$ cat src/design/p2g_pkg.sv
`default_nettype none

package p2g_pkg;

    localparam int GRID_WIDTH_DEFAULT  = 51;
    localparam int GRID_HEIGHT_DEFAULT = 25;
    localparam int CENTER_COL_DEFAULT  = 25;
    localparam int CENTER_ROW_DEFAULT  = 12;

    localparam int DIST_W  = 16;
    localparam int ANGLE_W = 16;
    localparam int QUAL_W  = 8;
    localparam int DEG_W   = 9;
    localparam int MAG_IDX_W = 7;
    localparam int MM_W    = 14;
    localparam int MIN_W   = 16;
    localparam int ROW_W   = 5;
    localparam int COL_W   = 6;
    localparam int INDEX_W = 11;
    localparam int POS_W   = 10;
    localparam int CELL_W  = 8;
    localparam int RECIP_W = 27;
    localparam int PROD_W  = DIST_W + RECIP_W;
    localparam int COL_OFF_W = 8;
    localparam int ROW_OFF_W = 7;

    localparam longint COL_DIV     = 400000;
    localparam int     COL_SHIFT   = 35;
    localparam int     ROW_SHIFT   = 36;
    localparam int     ROUND_BIAS  = 50;
    localparam int     CLAMP_CDEG  = 36000;
    localparam int     DEG_MAX     = 359;
    localparam int     DEG_FULL    = 360;
    localparam int     DEG_QUARTER = 90;
    localparam int     DEG_HALF    = 180;
    localparam int     DEG_3QTR    = 270;
    localparam int     DEG_RECIP   = 41944;
    localparam int     DEG_SHIFT   = 22;
    localparam logic [MIN_W-1:0] MIN_RESET = '1;

    typedef logic [9:0] quarter_sine_t [0:90];
    typedef logic [RECIP_W-1:0] recip_table_t [0:90];

    localparam quarter_sine_t QUARTER_SINE = '{
        10'd0,   10'd17,  10'd35,  10'd52,  10'd70,  10'd87,  10'd105, 10'd122,
        10'd139, 10'd156, 10'd174, 10'd191, 10'd208, 10'd225, 10'd242, 10'd259,
        10'd276, 10'd292, 10'd309, 10'd326, 10'd342, 10'd358, 10'd375, 10'd391,
        10'd407, 10'd423, 10'd438, 10'd454, 10'd469, 10'd485, 10'd500, 10'd515,
        10'd530, 10'd545, 10'd559, 10'd574, 10'd588, 10'd602, 10'd616, 10'd629,
        10'd643, 10'd656, 10'd669, 10'd682, 10'd695, 10'd707, 10'd719, 10'd731,
        10'd743, 10'd755, 10'd766, 10'd777, 10'd788, 10'd799, 10'd809, 10'd819,
        10'd829, 10'd839, 10'd848, 10'd857, 10'd866, 10'd875, 10'd883, 10'd891,
        10'd899, 10'd906, 10'd914, 10'd921, 10'd927, 10'd934, 10'd940, 10'd946,
        10'd951, 10'd956, 10'd961, 10'd966, 10'd970, 10'd974, 10'd978, 10'd982,
        10'd985, 10'd988, 10'd990, 10'd993, 10'd995, 10'd996, 10'd998, 10'd999,
        10'd999, 10'd1000, 10'd1000
    };

    // ceil(sin * 2^35 / 400000): exact floor quotient for any 16-bit distance
    function automatic recip_table_t build_recip_table();
        recip_table_t r;
        longint unsigned num;
        for (int i = 0; i <= DEG_QUARTER; i++)
        begin
            num  = (longint'(QUARTER_SINE[i]) << COL_SHIFT) + COL_DIV - 1;
            r[i] = RECIP_W'(num / COL_DIV);
        end
        return r;
    endfunction

    localparam recip_table_t RECIP_TABLE = build_recip_table();

    typedef struct packed {
        logic                 neg;
        logic [MAG_IDX_W-1:0] idx;
    } fold_t;

    function automatic fold_t fold_degree(input logic [DEG_W-1:0] d);
        fold_t f;
        f.neg = 1'b0;
        if (d <= DEG_W'(DEG_QUARTER))
        begin
            f.idx = d[MAG_IDX_W-1:0];
        end
        else if (d <= DEG_W'(DEG_HALF))
        begin
            f.idx = MAG_IDX_W'(DEG_W'(DEG_HALF) - d);
        end
        else if (d <= DEG_W'(DEG_3QTR))
        begin
            f.neg = 1'b1;
            f.idx = MAG_IDX_W'(d - DEG_W'(DEG_HALF));
        end
        else
        begin
            f.neg = 1'b1;
            f.idx = MAG_IDX_W'(DEG_W'(DEG_FULL) - d);
        end
        return f;
    endfunction

    typedef struct packed {
        logic               plot;
        logic [ROW_W-1:0]   row;
        logic [COL_W-1:0]   col;
        logic [INDEX_W-1:0] index;
    } cell_result_t;

endpackage

`default_nettype wire

$ cat src/design/p2g_cell_calc.sv
`default_nettype none

module p2g_cell_calc #(
    parameter int GRID_WIDTH  = p2g_pkg::GRID_WIDTH_DEFAULT,
    parameter int GRID_HEIGHT = p2g_pkg::GRID_HEIGHT_DEFAULT,
    parameter int CENTER_COL  = p2g_pkg::CENTER_COL_DEFAULT,
    parameter int CENTER_ROW  = p2g_pkg::CENTER_ROW_DEFAULT
) (
    input  wire logic [p2g_pkg::DIST_W-1:0] dist_qmm,
    input  wire logic [p2g_pkg::DEG_W-1:0]  deg,
    input  wire logic                       accepted,
    output p2g_pkg::cell_result_t           mapped
);
    import p2g_pkg::*;

    logic [DEG_W:0]         cos_sum;
    logic [DEG_W-1:0]       cos_deg;
    fold_t                  sin_fold;
    fold_t                  cos_fold;
    logic [RECIP_W-1:0]     sin_recip;
    logic [RECIP_W-1:0]     cos_recip;
    logic [PROD_W-1:0]      col_prod;
    logic [PROD_W-1:0]      row_prod;
    logic [COL_OFF_W-1:0]   col_off;
    logic [ROW_OFF_W-1:0]   row_off;
    logic signed [POS_W-1:0] col_pos;
    logic signed [POS_W-1:0] row_pos;
    logic                   in_grid;
    logic [CELL_W-1:0]      row_cell;
    logic [CELL_W-1:0]      col_cell;
    logic [15:0]            index_full;

    always_comb
    begin
        cos_sum = (DEG_W+1)'(deg) + (DEG_W+1)'(DEG_QUARTER);
        if (cos_sum >= (DEG_W+1)'(DEG_FULL))
        begin
            cos_deg = DEG_W'(cos_sum - (DEG_W+1)'(DEG_FULL));
        end
        else
        begin
            cos_deg = cos_sum[DEG_W-1:0];
        end
        sin_fold  = fold_degree(deg);
        cos_fold  = fold_degree(cos_deg);
        sin_recip = RECIP_TABLE[sin_fold.idx];
        cos_recip = RECIP_TABLE[cos_fold.idx];
    end

    assign col_prod = PROD_W'(dist_qmm) * PROD_W'(cos_recip);
    assign row_prod = PROD_W'(dist_qmm) * PROD_W'(sin_recip);
    assign col_off  = col_prod[COL_SHIFT +: COL_OFF_W];
    assign row_off  = row_prod[ROW_SHIFT +: ROW_OFF_W];

    always_comb
    begin
        if (cos_fold.neg)
        begin
            col_pos = signed'(POS_W'(CENTER_COL)) - signed'(POS_W'(col_off));
        end
        else
        begin
            col_pos = signed'(POS_W'(CENTER_COL)) + signed'(POS_W'(col_off));
        end
        if (sin_fold.neg)
        begin
            row_pos = signed'(POS_W'(CENTER_ROW)) + signed'(POS_W'(row_off));
        end
        else
        begin
            row_pos = signed'(POS_W'(CENTER_ROW)) - signed'(POS_W'(row_off));
        end
        in_grid = accepted
               && (row_pos >= 0) && (row_pos < signed'(POS_W'(GRID_HEIGHT)))
               && (col_pos >= 0) && (col_pos < signed'(POS_W'(GRID_WIDTH)));
        row_cell   = row_pos[CELL_W-1:0];
        col_cell   = col_pos[CELL_W-1:0];
        index_full = 16'(row_cell) * 16'(GRID_WIDTH) + 16'(col_cell);

        mapped.plot = in_grid;
        if (in_grid)
        begin
            mapped.row   = row_cell[ROW_W-1:0];
            mapped.col   = col_cell[COL_W-1:0];
            mapped.index = index_full[INDEX_W-1:0];
        end
        else
        begin
            mapped.row   = '0;
            mapped.col   = '0;
            mapped.index = '0;
        end
    end

endmodule

`default_nettype wire

$ cat src/design/polar_to_grid_cell_mapper.sv
`default_nettype none

// Maps one lidar sample per transaction to a cell of a top-down grid and
// reports the running range minimum and maximum of the current scan. Each
// sample passes an input register, where the bearing is rounded to whole
// degrees, and then a result register, where the sine lookup, the two
// distance multiplies and the bounds check are resolved; a new sample is
// taken every cycle while out_ready stays high, and its result is held in
// the result register with out_valid high until out_ready takes it. Rejected
// samples (zero quality or zero distance) still produce a transaction with
// plot_valid low.

module polar_to_grid_cell_mapper #(
    parameter int GRID_WIDTH  = p2g_pkg::GRID_WIDTH_DEFAULT,
    parameter int GRID_HEIGHT = p2g_pkg::GRID_HEIGHT_DEFAULT,
    parameter int CENTER_COL  = p2g_pkg::CENTER_COL_DEFAULT,
    parameter int CENTER_ROW  = p2g_pkg::CENTER_ROW_DEFAULT
) (
    input  wire logic                         clk,
    input  wire logic                         rst_n,
    input  wire logic                         in_valid,
    output logic                              in_ready,
    input  wire logic [p2g_pkg::DIST_W-1:0]   distance_qmm,
    input  wire logic [p2g_pkg::ANGLE_W-1:0]  angle_centideg,
    input  wire logic [p2g_pkg::QUAL_W-1:0]   sample_quality,
    input  wire logic                         scan_start,
    output logic                              out_valid,
    input  wire logic                         out_ready,
    output logic                              sample_accepted,
    output logic                              plot_valid,
    output logic [p2g_pkg::ROW_W-1:0]         grid_row,
    output logic [p2g_pkg::COL_W-1:0]         grid_col,
    output logic [p2g_pkg::INDEX_W-1:0]       cell_index,
    output logic [p2g_pkg::MIN_W-1:0]         range_min_mm,
    output logic [p2g_pkg::MM_W-1:0]          range_max_mm,
    output logic                              range_valid
);
    import p2g_pkg::*;

    logic                s1_valid_reg;
    logic                s1_valid_next;
    logic [DIST_W-1:0]   s1_dist_reg;
    logic [DEG_W-1:0]    s1_deg_reg;
    logic [DEG_W-1:0]    s1_deg_next;
    logic                s1_accept_reg;
    logic                s1_start_reg;
    logic                out_valid_reg;
    logic                out_valid_next;
    logic                in_xfer;
    logic                s1_advance;

    logic [ANGLE_W:0]    angle_sum;
    logic [31:0]         deg_prod;

    cell_result_t        cell_next;
    cell_result_t        cell_reg;
    logic                accepted_reg;

    logic [MIN_W-1:0]    min_reg;
    logic [MIN_W-1:0]    min_next;
    logic [MM_W-1:0]     max_reg;
    logic [MM_W-1:0]     max_next;
    logic [MIN_W-1:0]    min_base;
    logic [MM_W-1:0]     max_base;
    logic [MM_W-1:0]     s1_mm;

    assign s1_advance = s1_valid_reg && (!out_valid_reg || out_ready);
    assign in_ready   = !s1_valid_reg || !out_valid_reg || out_ready;
    assign in_xfer    = in_valid && in_ready;

    always_comb
    begin
        s1_valid_next = s1_valid_reg;
        if (in_xfer)
        begin
            s1_valid_next = 1'b1;
        end
        else if (s1_advance)
        begin
            s1_valid_next = 1'b0;
        end
        out_valid_next = out_valid_reg;
        if (s1_advance)
        begin
            out_valid_next = 1'b1;
        end
        else if (out_ready)
        begin
            out_valid_next = 1'b0;
        end
    end

    // round to whole degrees: (angle + 50) / 100 by reciprocal, clamp to 359
    always_comb
    begin
        angle_sum = (ANGLE_W+1)'(angle_centideg) + (ANGLE_W+1)'(ROUND_BIAS);
        deg_prod  = 32'(angle_sum[ANGLE_W-1:0]) * 32'(DEG_RECIP);
        if (angle_sum >= (ANGLE_W+1)'(CLAMP_CDEG))
        begin
            s1_deg_next = DEG_W'(DEG_MAX);
        end
        else
        begin
            s1_deg_next = deg_prod[DEG_SHIFT +: DEG_W];
        end
    end

    p2g_cell_calc #(
        .GRID_WIDTH  (GRID_WIDTH),
        .GRID_HEIGHT (GRID_HEIGHT),
        .CENTER_COL  (CENTER_COL),
        .CENTER_ROW  (CENTER_ROW)
    ) u_cell_calc (
        .dist_qmm (s1_dist_reg),
        .deg      (s1_deg_reg),
        .accepted (s1_accept_reg),
        .mapped   (cell_next)
    );

    always_comb
    begin
        s1_mm    = s1_dist_reg[DIST_W-1:2];
        min_base = s1_start_reg ? MIN_RESET : min_reg;
        max_base = s1_start_reg ? '0 : max_reg;
        min_next = min_base;
        max_next = max_base;
        if (s1_accept_reg && (MIN_W'(s1_mm) < min_base))
        begin
            min_next = MIN_W'(s1_mm);
        end
        if (s1_accept_reg && (s1_mm > max_base))
        begin
            max_next = s1_mm;
        end
    end

    always_ff @(posedge clk or negedge rst_n)
    begin
        if (!rst_n)
        begin
            s1_valid_reg  <= 1'b0;
            out_valid_reg <= 1'b0;
            min_reg       <= MIN_RESET;
            max_reg       <= '0;
        end
        else
        begin
            s1_valid_reg  <= s1_valid_next;
            out_valid_reg <= out_valid_next;
            if (s1_advance)
            begin
                min_reg <= min_next;
                max_reg <= max_next;
            end
        end
    end

    always_ff @(posedge clk)
    begin
        if (in_xfer)
        begin
            s1_dist_reg   <= distance_qmm;
            s1_deg_reg    <= s1_deg_next;
            s1_accept_reg <= (sample_quality != '0) && (distance_qmm != '0);
            s1_start_reg  <= scan_start;
        end
        if (s1_advance)
        begin
            cell_reg     <= cell_next;
            accepted_reg <= s1_accept_reg;
        end
    end

    assign out_valid       = out_valid_reg;
    assign sample_accepted = accepted_reg;
    assign plot_valid      = cell_reg.plot;
    assign grid_row        = cell_reg.row;
    assign grid_col        = cell_reg.col;
    assign cell_index      = cell_reg.index;
    assign range_min_mm    = min_reg;
    assign range_max_mm    = max_reg;
    assign range_valid     = (max_reg != '0);

endmodule

`default_nettype wire
$ cat config.mk
export PLATFORM = sky130hd
export DESIGN_NAME = polar_to_grid_cell_mapper
export DESIGN_NICKNAME = d
export VERILOG_FILES = /design/src/design/p2g_pkg.sv /design/src/design/p2g_cell_calc.sv /design/src/design/polar_to_grid_cell_mapper.sv
export SDC_FILE = /design/constraint.sdc
export NUM_CORES = 2
export LEC_CHECK = 0
export ABC_CLOCK_PERIOD_IN_PS = 41700
export BUFFER_PORTS_ARGS = -buffer_cell sky130_fd_sc_hd__buf_2
export CAP_MARGIN = 25
export CORE_UTILIZATION = 25
export DETAILED_ROUTE_END_ITERATION = 8
export GPL_TIMING_DRIVEN = 0
export PLACE_DENSITY_LB_ADDON = 0.15
export SLEW_MARGIN = 40
export SYNTH_ARGS = -nofsm -noshare
export SYNTH_HDL_FRONTEND = slang
export SYNTH_SLANG_ARGS = --single-unit
$ cat constraint.sdc
create_clock -name clk -period 41.7 [get_ports clk]
set_input_delay 8.34 -clock clk [delete_from_list [all_inputs] [get_ports clk]]
set_output_delay 8.34 -clock clk [all_outputs]
set_load 0.05 [all_outputs]
* After elaboration in Yosys (flattened, before gate mapping)
Memory sizes are Yosys's and may differ from the RTL's. Cells that the tools add are included.
Operators by class: add/subtract/negate cells 14, multipliers 4, $lt $le $gt $ge 16, multiplexer cells 25, bitwise operators 2, reduce and logical (&&, ||, !) cells 19
Operators by type and width (count):
- 2-to-1 mux 27 bit | 4
- multiplier 16 x 27 -> 43 bit | 2
- 2-to-1 mux 7 bit | 6
- 2-to-1 mux 16 bit | 2
- multiplier 16 x 13 -> 28 bit (second input constant) | 1
- 2-to-1 mux 14 bit | 2
- greater-or-equal comparator 10 x 1 -> 1 bit (second input constant) | 2
- 2-to-1 mux 10 bit | 2
- less-or-equal comparator 9 x 7 -> 1 bit (second input constant) | 2
- less-or-equal comparator 9 x 8 -> 1 bit (second input constant) | 2
- less-or-equal comparator 9 bit (second input constant) | 2
- adder 16 x 6 -> 17 bit (second input constant) | 1
- greater-or-equal comparator 17 x 16 -> 1 bit (second input constant) | 1
- greater-or-equal comparator 8 bit (second input constant) | 2
- < comparator 14 x 16 -> 1 bit | 1
- NOT 7 -> 8 bit | 2
- nonzero test 16 bit | 1
- > comparator 14 bit | 1
- nonzero test 14 bit | 1
- subtractor 6 x 7 -> 7 bit (first input constant) | 2
- subtractor 7 x 6 -> 7 bit (second input constant) | 2
- subtractor 7 bit (first input constant) | 2
- adder 11 x 8 -> 11 bit | 1
- multiplier 8 x 6 -> 11 bit (second input constant) | 1
- 16 further kinds | 35
Storage, ports and cells: flip-flop bits (word level) 83, bits in read-only memories 6912, bits of input ports 45, output and inout bits 57, memories kept 2
Memories:
- (no name shown) | depth 128, bits a word 27, rd ports 1, clocked after memory_dff 0, write ports 0, RTL line p2g_cell_calc.sv:47 | cos_recip = RECIP_TABLE[cos_fold.idx];
- (no name shown) | depth 128, bits a word 27, rd ports 1, clocked after memory_dff 0, write ports 0, RTL line p2g_cell_calc.sv:46 | sin_recip = RECIP_TABLE[sin_fold.idx];

* Longest topological paths before layout
depth after elaboration 17, depth in mapped cells 73, gate-level depth less buffers 67

* By module
A second synthesis with hierarchy kept.
Second synthesis, totals: cells, all modules 5393, area total of the unflattened synthesis 44183.6 um2
By module, submodules not included:
- p2g_cell_calc | times used 1, cells an instance 4619, area an instance 36024.6 um2
- polar_to_grid_cell_mapper | times used 1, cells an instance 774, area an instance 8159.1 um2

* Worst setup path after synthesis
Ideal clock, no wire load.
path type in2out, from input port out_ready, to output port in_ready, arrival 8.823 ns, required time 33.360 ns, setup slack 24.537 ns, stages 1, buffers on the path 0, path through nand3b_1
Between the ends: longest elaborated chain between the ends 1
Ends and longest elaborated chain:
- start, declared | RTL line polar_to_grid_cell_mapper.sv:28 | input wire logic out_ready,
- logical OR 1 bit | RTL line polar_to_grid_cell_mapper.sv:68 | assign in_ready = !s1_valid_reg || !out_valid_reg || out_ready;
- end, declared | RTL line polar_to_grid_cell_mapper.sv:22 | output logic in_ready,
Every way passes these cells.

* Worst setup path in the final report
from register s1_deg_reg[2], to register cell_reg (netlist bit cell_index[10]), data pin
Between the ends: elaborated cells between the ends (all ways) 52, those cells by class 13 x add/sub; 3 x mul; 11 x order compare; 17 x mux; 2 x bitwise; 4 x reduce/logical; 2 x memory
RTL lines:
- start, declared | RTL line polar_to_grid_cell_mapper.sv:43 | logic [DEG_W-1:0] s1_deg_reg;
- start signal, assigned | RTL line polar_to_grid_cell_mapper.sv:163 | s1_deg_reg <= s1_deg_next;
- less-or-equal comparator 9 bit (tied with other cells) | RTL line p2g_pkg.sv:89 | else if (d <= DEG_W'(DEG_3QTR))
- 2-to-1 mux 7 bit | RTL line p2g_pkg.sv:89
- 2-to-1 mux 7 bit | RTL line p2g_pkg.sv:85 | else if (d <= DEG_W'(DEG_HALF))
- 2-to-1 mux 7 bit | RTL line p2g_pkg.sv:81 | if (d <= DEG_W'(DEG_QUARTER))
- NOT 7 -> 8 bit (implied by the code) | RTL line p2g_cell_calc.sv:46
- memory (128 x 27 bit)
- 2-to-1 mux 27 bit (implied by the code) (2 in series) | RTL line p2g_cell_calc.sv:46
- multiplier 16 x 27 -> 43 bit | RTL line p2g_cell_calc.sv:51 | assign row_prod = PROD_W'(dist_qmm) * PROD_W'(sin_recip);
- subtractor 4 x 7 -> 8 bit or adder 4 x 7 -> 8 bit (tied branches) | RTL line p2g_cell_calc.sv:71, p2g_cell_calc.sv:67
- 2-to-1 mux 10 bit (*) | RTL line p2g_cell_calc.sv:65 | if (sin_fold.neg)
- via u_cell_calc.row_pos[4] | RTL line p2g_cell_calc.sv:27 | logic signed [POS_W-1:0] row_pos;
- parallel branches: the longest is 5 deep, another holds multiplier 8 x 6 -> 11 bit
- end signal, assigned | RTL line polar_to_grid_cell_mapper.sv:169 | cell_reg <= cell_next;
- end, declared | RTL line polar_to_grid_cell_mapper.sv:56 | cell_result_t cell_reg;
Mark *: on every way through the listed nets, which the timed path passes. The select of a mux whose other input is x is not followed. A chain may end at the register's enable or synchronous reset.

==> flow_summary.ini <==
[grt]
grt_util_all_layers_pct = 21.9
antenna_found_initial = 9
grt_max_degree = 33
grt_pass1_wl_um = 279000
overflow = 0
grt_pass1_vias = 39800

[clock_network]
cts_setup_buffers = 0
cts.reportedPaths.clkPinSlew_ns = 0.09
clk-insertion-delay-late_ns = 0.40
cts_max_path_buffers = 2
clockRootBuffer = clkbuf_16
h-tree-depth = 3
clock-sinks = 83
cts_tree = built
hold_buffers = 0
ctsResizeCount = 0
numCtsBuffers = 9

[synthesis]
synthAdderAreaFrac_pct = 49.4
synth_area_um2 = 43000
synth_top_family_by_area = adder cells
ys.flop_type = edfxtp_1
synth_area_per_cell_um2 = 8.25
ys_warn_count = 0
yosysSeqAreaShare_pct = 5.47
ys_types = 102
ys_ff_latch = 83
synth_edf_count = 51
synth_mux_area_share_pct = 0.686
synth_xor_area_share_pct = 1.85
synth_fp_nets = 6496
synthArstFlopShare_pct = 38.6
synth_compound_area_share_pct = 13.9
synth-simple-area-share_pct = 17.4
synthCells = 5218

[worst_setup_path]
cp_data_arrival_time_ns = 19.44
startpoint = s1_deg_reg[2]
crit_type = reg -> reg
endpoint_kind = flip-flop
r2r-start = s1_deg_reg[2]
startpoint_type = flip-flop
crit_required_ns = 41.87
cpPeakStageDelay_ns = 0.91
crit_top_cell = inv_1
worst_path_max_delay_cell = clkinv_1
cp_max_fo = 15

[placed_design]
port_buffers = 101
place_congestion = 0.955
hpwl_um = 157000

[detailed_routing]
drc = 0
via_per_inst = 4.98
drtIter0Drc = 3111
wl_per_cell_um = 24.9
firstDrtPassIters = 5
via_count = 38100
ant_nets = 0
wl_um = 191000

[sta]
slew_violations = 0
finalSetupTns_ns = 0
hold_viol_final = 0
min_period_ns = 19.28
skew_ns = 0.0193
timing.fmax_mhz = 51.9
max_slew_margin_pct = 35.4
setup_violations = 0
rsz0062_at_grt = false
worst_pin_slew_ns = 0.969
whs_ns = 0.502
post-route-period-util_pct = 46.2

[die]
start_util_pct = 25.3
die_h_um = 417
io_pins = 102
die_area_um2 = 174000
die_w_um = 417
coreArea_um2 = 170000
rows = 151

[final_layout]
layout_commonest_cell = inv_1
final_cell_mix = inv_1, nand2_1, fa_1
fillers = 18800
layout.nets = 6627
drive_above_1_share_pct = 6.48
area_growth_pct = 10.4

[hold_path]
hp-start = s1_valid_reg
hold_path_class = reg -> reg

[run_status]
status = finished clean

[flow_run]
drv_cap = 0
==> logic make-up after synthesis <==
group / Yosys count
xor gates and xnor gates: 89
adders and majority gates: 1233
and+or+nand+nor: 1617
buffers and inverters: 1275
AOI/OAI and AO/OA: 895
DFF: 83
muxes: 26
==> final cells by class <==
| type | instances | area, um2 | area share (%) |
|---|---|---|---|
| clock inverters | 5 | 42.5 | 0.0896 |
| plain buffers | 312 | 1310 | 2.76 |
| repair buffers | 120 | 748 | 1.58 |
| flip-flops and latches | 83 | 2350 | 4.95 |
| inverters | 963 | 3610 | 7.61 |
| well taps | 2295 | 2870 | 6.05 |
| clock buffers | 11 | 275 | 0.580 |
| diodes | 5 | 12.5 | 0.0263 |
| multi-input cells | 3860 | 36300 | 76.4 |
==> worst paths after layout <==
path                                   end  slack, ns  cells after the start
min in group asynchronous  range_max_mm[8]       7.92                      1
max                         cell_index[10]      22.43                     58
max reg2reg                 cell_index[10]      22.43                     58
max in group asynchronous  range_min_mm[4]      33.39                      1
min                              out_valid       0.50                      1
min reg2reg                      out_valid       0.50                      1
==> through the flow <==
step                cells  area (um2)  util [%]  setup WS, ns
finish               7654       47500      27.9         22.43
global route         7649       47500      27.9         21.67
CTS                  7649       47500      27.9         22.65
detailed placement   7633       47100      27.7         22.76
global placement     7614       46400      27.3         20.01
floorplan            5218       43000         -         24.54
==> critical path: cells and delay by family, from the launching register on <==
family	cells	cell delay, ns
XOR/XNOR	3	1.16
flip-flops	1	0.50
AND/OR/NAND/NOR	12	4.11
adder cells (fa/ha/maj)	15	6.25
buffers and inverters	13	2.82
AO/OA/AOI/OAI	15	4.14
==> layer usage <==
metal	GRT usage, %	vias to the layer above	part of all wire, %
li1	-	17000	-
met1	29.6	19600	44
met2	36.5	1314	47
met3	2.35	262	5.4
met4	6.61	0	3.4
met5	0	-	0
==> synthesized netlist by cell type (22+ instances only) <==
cell      instances  area share, %
and2_1          252            3.7
nand2_1         822            7.2
o211ai_1         43           0.75
a211oi_1         39           0.68
xnor2_1          60            1.2
a21o_1           84            1.5
clkbuf_1        259            2.3
edfxtp_1         51            3.6
a311oi_1         22           0.45
nand3_1          75           0.87
inv_1           957            8.3
nand2b_1         40           0.58
fa_1            779             36
nor2_1          212            1.8
buf_1            31           0.27
nor3_1           53           0.62
a31oi_1          29           0.42
and3_1           26           0.38
nor2b_1          36           0.52
o21ai_0         178            2.1
ha_1            454             13
a21oi_1         227            2.6
nand4_1          33           0.48
xor2_1           27           0.55
Power is left out: the tool's default activity adds up to more than one toggle a clock period on the data nets, which glitch-free logic cannot reach.
